===== src/rtl/prc_div_cell.sv =====
// One restoring division step with a pipeline register and sideband payload.
`timescale 1ns / 1ps
module prc_div_cell #(
  parameter int unsigned N  = 32,
  parameter int unsigned D  = 5,
  parameter int unsigned SW = 1
) (
  input  logic          clk_i,
  input  logic          rst_ni,
  input  logic          en_i,
  input  logic          valid_i,
  input  logic [N-1:0]  num_i,
  input  logic [D-1:0]  rem_i,
  input  logic [D-1:0]  div_i,
  input  logic [SW-1:0] side_i,
  output logic          valid_o,
  output logic [N-1:0]  num_o,
  output logic [D-1:0]  rem_o,
  output logic [D-1:0]  div_o,
  output logic [SW-1:0] side_o
);
  logic          valid_q;
  logic [N-1:0]  num_q, num_d;
  logic [D-1:0]  rem_q, rem_d, div_q;
  logic [SW-1:0] side_q;
  logic [D:0]    trial;
  logic          fits;

  // The dividend shifts out at the top while quotient bits enter at the bottom.
  always_comb begin
    trial = {rem_i, num_i[N-1]};
    fits  = trial >= {1'b0, div_i};
    rem_d = fits ? D'(trial - {1'b0, div_i}) : trial[D-1:0];
    num_d = {num_i[N-2:0], fits};
  end

  always_ff @(posedge clk_i or negedge rst_ni) begin
    if (!rst_ni) begin
      valid_q <= 1'b0;
    end else if (en_i) begin
      valid_q <= valid_i;
    end
  end

  always_ff @(posedge clk_i) begin
    if (en_i) begin
      num_q  <= num_d;
      rem_q  <= rem_d;
      div_q  <= div_i;
      side_q <= side_i;
    end
  end

  assign valid_o = valid_q;
  assign num_o   = num_q;
  assign rem_o   = rem_q;
  assign div_o   = div_q;
  assign side_o  = side_q;
endmodule


===== src/rtl/prc_div_chain.sv =====
// Row of N division cells giving an N-bit quotient, one bit per cell.
`timescale 1ns / 1ps
module prc_div_chain #(
  parameter int unsigned N  = 32,
  parameter int unsigned D  = 5,
  parameter int unsigned SW = 1
) (
  input  logic          clk_i,
  input  logic          rst_ni,
  input  logic          en_i,
  input  logic          valid_i,
  input  logic [N-1:0]  num_i,
  input  logic [D-1:0]  div_i,
  input  logic [SW-1:0] side_i,
  output logic          valid_o,
  output logic [N-1:0]  quot_o,
  output logic [SW-1:0] side_o
);
  logic          vld  [N+1];
  logic [N-1:0]  num  [N+1];
  logic [D-1:0]  rem  [N+1];
  logic [D-1:0]  dv   [N+1];
  logic [SW-1:0] side [N+1];

  assign vld[0]  = valid_i;
  assign num[0]  = num_i;
  assign rem[0]  = '0;
  assign dv[0]   = div_i;
  assign side[0] = side_i;

  for (genvar g = 0; g < N; g++) begin : g_cell
    prc_div_cell #(.N(N), .D(D), .SW(SW)) u_cell (
      .clk_i, .rst_ni, .en_i,
      .valid_i(vld[g]), .num_i(num[g]), .rem_i(rem[g]), .div_i(dv[g]),
      .side_i(side[g]),
      .valid_o(vld[g+1]), .num_o(num[g+1]), .rem_o(rem[g+1]), .div_o(dv[g+1]),
      .side_o(side[g+1])
    );
  end

  assign valid_o = vld[N];
  assign quot_o  = num[N];
  assign side_o  = side[N];
endmodule


===== config.mk =====
export PLATFORM = sky130hd
export DESIGN_NAME = prc_div_chain
export DESIGN_NICKNAME = d
export VERILOG_FILES = /design/src/rtl/prc_div_cell.sv /design/src/rtl/prc_div_chain.sv
export SDC_FILE = /design/constraint.sdc
export NUM_CORES = 1
export LEC_CHECK = 0
export BUFFER_PORTS_ARGS = -buffer_cell sky130_fd_sc_hd__buf_2
export CAP_MARGIN = 20
export CORE_MARGIN = 10
export CORE_UTILIZATION = 45
export CTS_BUF_LIST = sky130_fd_sc_hd__clkbuf_8 sky130_fd_sc_hd__clkbuf_16
export DETAILED_ROUTE_END_ITERATION = 12
export GPL_TIMING_DRIVEN = 0
export PLACE_DENSITY = 0.69
export SKIP_CTS_REPAIR_TIMING = 1
export SLEW_MARGIN = 20
export SYNTH_ARGS = -nofsm -noshare
export SYNTH_HDL_FRONTEND = slang
export SYNTH_SLANG_ARGS = --single-unit

===== constraint.sdc =====
create_clock -name clk_i -period 2.5 [get_ports clk_i]
set_clock_uncertainty 0.05 [all_clocks]
set_input_delay 0.5 -clock clk_i [delete_from_list [all_inputs] [get_ports clk_i]]
set_output_delay 0.5 -clock clk_i [all_outputs]
set_load 0.1 [all_outputs]

Word level (Yosys, flattened, before mapping):

Cells that the tools add are included.

* flip-flop bits (word level): 1398
* latch bits: 0
* RAM bits: 0
* ROM bits: 0
* output and inout port bits: 34
* memories: 0

* add/sub/neg operators: 31
* multipliers: 0
* div/mod/pow operators: 0
* order comparisons: 32
* equal/unequal tests: 0
* shifts and indexed selects: 0
* muxes and demuxes: 31
* bitwise logic cells: 0
* reduce and logical (&&, ||, !) cells: 0

Operators with widths (number)
* >= comparator 6 x 5 -> 1 bit: 31
* 2-to-1 mux 5 bit: 30
* subtractor 5 bit: 30
* >= comparator 1 x 5 -> 1 bit: 1
* subtractor 1 x 5 -> 5 bit: 1
* 2-to-1 mux 1 bit: 1

Logic depth before layout (Yosys ltp):

* depth in word-level cells: 2
* mapped depth: 8

Modules after synthesis:

From an unflattened synthesis, not the netlist that was laid out.

* cells, all modules: 2578
* area total of the unflattened synthesis: 51505.6 um^2

By module, submodules not included
* prc_div_cell at g_cell[23].u_cell ...: times used 17, cells each 81, area each 1615.3 um^2, sequential area each 1316.3 um^2
* prc_div_cell at g_cell[0].u_cell ...: times used 15, cells each 80, area each 1602.8 um^2, sequential area each 1316.3 um^2
* prc_div_chain: times used 1, cells each 1, area each 3.8 um^2, sequential area each 0.0 um^2

Worst setup path after synthesis:

No wires, ideal clock.

* path type: reg2reg
* from: register g_cell[25].u_cell.num_q[31]
* to: register g_cell[26].u_cell.rem_q[1], data pin
* library setup time: 0.262 ns
* data arrival time: 1.808 ns
* required time: 2.188 ns
* path slack: 0.380 ns
* stages on the path, launching flop included: 9
* buffers on the path: 0
* period minus slack after synthesis: 2.120 ns
* path through: edfxtp_1 inv_1 ha_1 inv_1 fa_1 a21oi_1 o21ai_1 nor2_2 mux2_1

* word-level cells in the longest chain between the ends: 2

Ends and longest elaborated chain
* from (decl): RTL line prc_div_cell.sv:23 `logic [N-1:0] num_q, num_d;`
* from (signal assigned): RTL line prc_div_cell.sv:47 `num_q <= num_d;`
* subtractor 5 bit / >= comparator 6 x 5 -> 1 bit (equally long branches): RTL line prc_div_cell.sv:33, prc_div_cell.sv:32
* 2-to-1 mux 5 bit (*): RTL line prc_div_cell.sv:33 `rem_d = fits ? D'(trial - {1'b0, div_i}) : trial[D-1:0];`
* named net g_cell[26].u_cell.rem_d[1]: RTL line prc_div_cell.sv:24 `logic [D-1:0] rem_q, rem_d, div_q;`
* to (signal assigned): RTL line prc_div_cell.sv:48 `rem_q <= rem_d;`
* to (decl): RTL line prc_div_cell.sv:24

The timed path passes the listed nets; every way through them passes the cells marked *.
A chain may end at the register's enable or synchronous reset.

Final worst setup path:

* from: register g_cell[28].u_cell.num_q[31]
* to: register g_cell[29].u_cell.rem_q[3], data pin

* word-level cells in the longest chain between the ends: 2

Ends and longest elaborated chain (RTL line)
* from (decl): prc_div_cell.sv:23
* from (signal assigned): prc_div_cell.sv:47
* subtractor 5 bit / >= comparator 6 x 5 -> 1 bit (equally long branches): prc_div_cell.sv:33, prc_div_cell.sv:32
* 2-to-1 mux 5 bit (*): prc_div_cell.sv:33
* named net g_cell[29].u_cell.rem_d[3]: prc_div_cell.sv:24
* to (signal assigned): prc_div_cell.sv:48
* to (decl): prc_div_cell.sv:24

Marked as above.

==> metrics.md <==
| Metric | Value |
|---|---|
| Count of final setup violators | `0` |
| Layout cell share with drive strength beyond 1 | `13.7%` |
| Die span in x | `354 µm` |
| Leakage power | `21.0 nW` |
| Type of origin of the critical path | `flop` |
| Antenna violations before repair | `0` |
| Leading cell type by number of instances after synthesis | `edfxtp_1` |
| Worst Path Class, Setup | `flop to flop` |
| Hold Crit Class | `primary input to flop` |
| Max clock buf depth | `3` |
| Synthesized instance count | `2513` |
| Vias after detailed routing | `20700` |
| Placer Congestion | `0.769` |
| Setup slack after placement | `-0.466 ns` |
| Summed area of non-filler cells in the final layout | `57600 µm²` |
| Hold violation count in the final report | `0` |
| Setup WS post-layout | `0.137 ns` |
| Kind of end point of the critical path | `flop` |
| CTS tree | `done` |
| Antenna-violating nets left | `0` |
| I/O Buffers | `75` |
| Switching Power | `14.1 mW` |
| Post-detailed-placement cell area | `52600 µm²` |
| Wire length of the first global-routing pass | `102000 µm` |
| Max-slew violation count | `0` |
| Number of DRC violations after detailed routing | `0` |
| Result of the run | `finished, final reports clean` |
| Number of sinks handled by clock tree synthesis | `1398` |
| Vias in the first global route | `21900` |
| Number of nets produced by synthesis | `2742` |
| Most used flip-flop cell after synthesis | `edfxtp_1` |
| Root buffer cell | `clkbuf_16` |
| Final critical-path required period | `2.36 ns` |
| Core area | `111000 µm²` |
| Clock transition at the register clock pins on the worst setup and hold paths after CTS | `0.06 ns` |
| Gr ovfl total | `0` |
| Worst ir drop on vdd | `0.760 mV` |
| Count of state elements after synthesis | `1398` |
| Pwr/cell area | `1010 nW/µm²` |
| Reg-to-Reg Start | `g_cell[28].u_cell.num_o[31]` |
| FP Rows | `122` |
| Unrepaired setup endpoints after global routing | `no` |
| Count of maximum capacitance violations | `0` |
| Fraction of synthesized cell area taken by the top area cell type | `81.9%` |
| Number of design-rule violations left by the first detailed-router iteration | `1442` |
| Proportion of power drawn by combinational gates | `13.6%` |
| Area growth, synth to finish | `15.0%` |
| Clock Latency Late Sink | `0.73 ns` |
| Cells on Worst Hold Path | `3` |
| Synth Cell Area | `50100 µm²` |
| Depth of the most critical reg-to-reg path | `8` |
| Total clock buffers created by CTS | `141` |
| Syn. warnings | `0` |
| Tightest Pin Transition | `0.805 ns` |
| Post-DP HPWL | `35200 µm` |
| Die height | `354 µm` |
| Most frequent cells after synthesis | `edfxtp_1 (1366), inv_1 (249), ha_1 (157)` |
| Share of synthesized registers carrying an async set or reset | `2.29%` |
| Starting utilization of the core area | `45.3%` |
| Critical Path Fanout Max | `5` |
| Cell type with the highest aggregate area in the netlist | `edfxtp_1` |
| First drt pass iteration count | `5` |
| Arrival time of data at the critical path endpoint | `2.77 ns` |
| Via count normalized by instance count | `4.71` |
| Normalized max-slew margin | `46.3%` |
| Proportion of power drawn by flip-flops and latches | `51.7%` |
| Distinct cell type count of the synthesized netlist | `34` |
| Cell Int Power | `44.1 mW` |
| Net count reported at finish | `3009` |
| DRT Wirelength | `60500 µm` |
| Part of the Yosys area used for sequential elements | `83.5%` |
| Upper clock frequency limit | `423 MHz` |
| Avg Inst Size Synth | `19.9 µm²` |
| Number of H-tree levels | `4` |
| Leading post-synthesis cells by cell area | `edfxtp_1 (82%), ha_1 (3.9%), mux2_1 (2.0%), inv_1 (1.9%), dfrtp_1 (1.6%)` |
| Overall fraction of global-route tracks in use | `9.60%` |
| Number of I/O pins | `76` |
| Switch share | `24.2%` |
| Pin count of the biggest net entering global routing | `151` |
| Final critical-path share of the clock period | `94.5%` |
| Required time reported for the critical path endpoint | `2.91 ns` |
| Die ar. | `125000 µm²` |
| Crit. Startpoint | `g_cell[28].u_cell.num_o[31]` |
| Final routed wire length divided by cell count | `13.8 µm` |
| Antenna diode instance count | `0` |
| EDFF count, synth | `1366` |
| Worst min-delay path startpoint | `num_i[31]` |
| Portion of total power attributed to the clock network | `34.7%` |
[stage by stage]
stage                     instances  util, %  hold WS, ns  power [mW]  setup TNS, ns
after global placement         4076     47.3        0.350        38.5              -
after detailed placement       4086     47.5        0.355        38.3        -206.48
after floorplan                2513        -        0.154        36.1              0
after CTS                      4345     51.7       -0.283        58.9              0
final                          4384     52.1        0.106        58.2              0
after global routing           4384     52.1       0.0691        61.1              0
[path summary, 6_finish.rpt]
check,to,slack [ns]
max reg2reg,g_cell[29].u_cell.rem_o[3],0.14
max in group asynchronous,g_cell[17].u_cell.valid_o,1.67
min,g_cell[0].u_cell.rem_o[0],0.11
max,g_cell[29].u_cell.rem_o[3],0.14
min reg2reg,g_cell[9].u_cell.num_o[12],0.35
min in group asynchronous,g_cell[28].u_cell.valid_o,0.29
[cell usage in the layout, fill, tap and decap left out, types with 3 or more instances in the layout]
master	netlist	layout
edfxtp_1	1366	1366
inv_1	249	281
ha_1	157	157
clkbuf_16	0	142
nor2_1	92	92
nand2_1	91	91
mux2_1	89	89
buf_2	3	77
a21oi_1	61	59
o21ai_2	43	43
dlygate4sd3_1	0	39
dfrtp_1	32	32
nor4_1	31	31
xnor2_1	30	30
xor2_1	30	30
mux2i_1	30	30
nor3_1	30	30
mux2_2	30	30
fa_1	30	30
nand3b_1	28	28
nand3_1	28	28
nor2_4	22	28
clkinv_1	0	28
clkinv_2	0	26
o21ai_1	18	18
bufinv_16	0	12
buf_16	0	10
inv_6	0	4
clkinv_4	0	4
clkinv_16	0	4
mux2_4	3	3
inv_16	0	3
clkinv_8	0	3
[flip-flops by register name, indices dropped and copies added (netlist names)]
signal and flops:
g_cell.u_cell.num_o 1024, g_cell.u_cell.side_o 32, g_cell.u_cell.rem_o 155, g_cell.u_cell.div_o 155, g_cell.u_cell.valid_o 32
[per-layer routing]
metal  routed length [µm]  global-route usage [%]  up-vias  part of all wire (%)
met1                24600                    10.8    10100                    41
met4                 1820                    4.71        0                   3.0
met3                 2640                    2.56      161                   4.4
met2                31400                    16.8      359                    52
met5                    0                       0        -                     0
li1                     -                       -    10000                     -
[power by group through the flow]
stage               sequential [mW]  combinational [mW]  clock (mW)
floorplan                      30.5                5.59           0
finish                         30.1                7.93        20.2
CTS                            30.1                7.85        20.9
global route                   30.3                8.82        21.9
detailed placement             30.6                7.77           0
global placement               31.3                7.13           0
[worst max-delay path: stages, from the launching register on]
cell and delay, ns:
edfxtp_1 0.36, inv_1 0.08, ha_1 0.15, inv_1 0.06, fa_1 0.43, a21oi_1 0.26
o21ai_1 0.17, nor2_4 0.19, mux2_1 0.35
[logic make-up (layout without fill, tap and decap cells)]
family / count (synthesis) / in the layout / synth area share [%]
flops: 1398 / 1398 / 83.5
buf+inv: 253 / 636 / 1.90
simple gates: 335 / 335 / 3.41
xor+xnor: 60 / 60 / 1.05
compound gates: 128 / 128 / 1.65
fa+ha+maj: 187 / 187 / 5.12
mux: 152 / 152 / 3.36
[final cells by class]
class	count	area (µm²)
Sequential cell	1398	41800
Inverter	249	935
Buffer	4	18.8
Timing Repair Buffer	124	1060
Tap cell	1488	1860
Multi-Input combinational cell	862	7350
Fill cell	8483	53100
Clock inverter	117	1020
Clock buffer	142	3550
(Power assumes the default switching activity.)
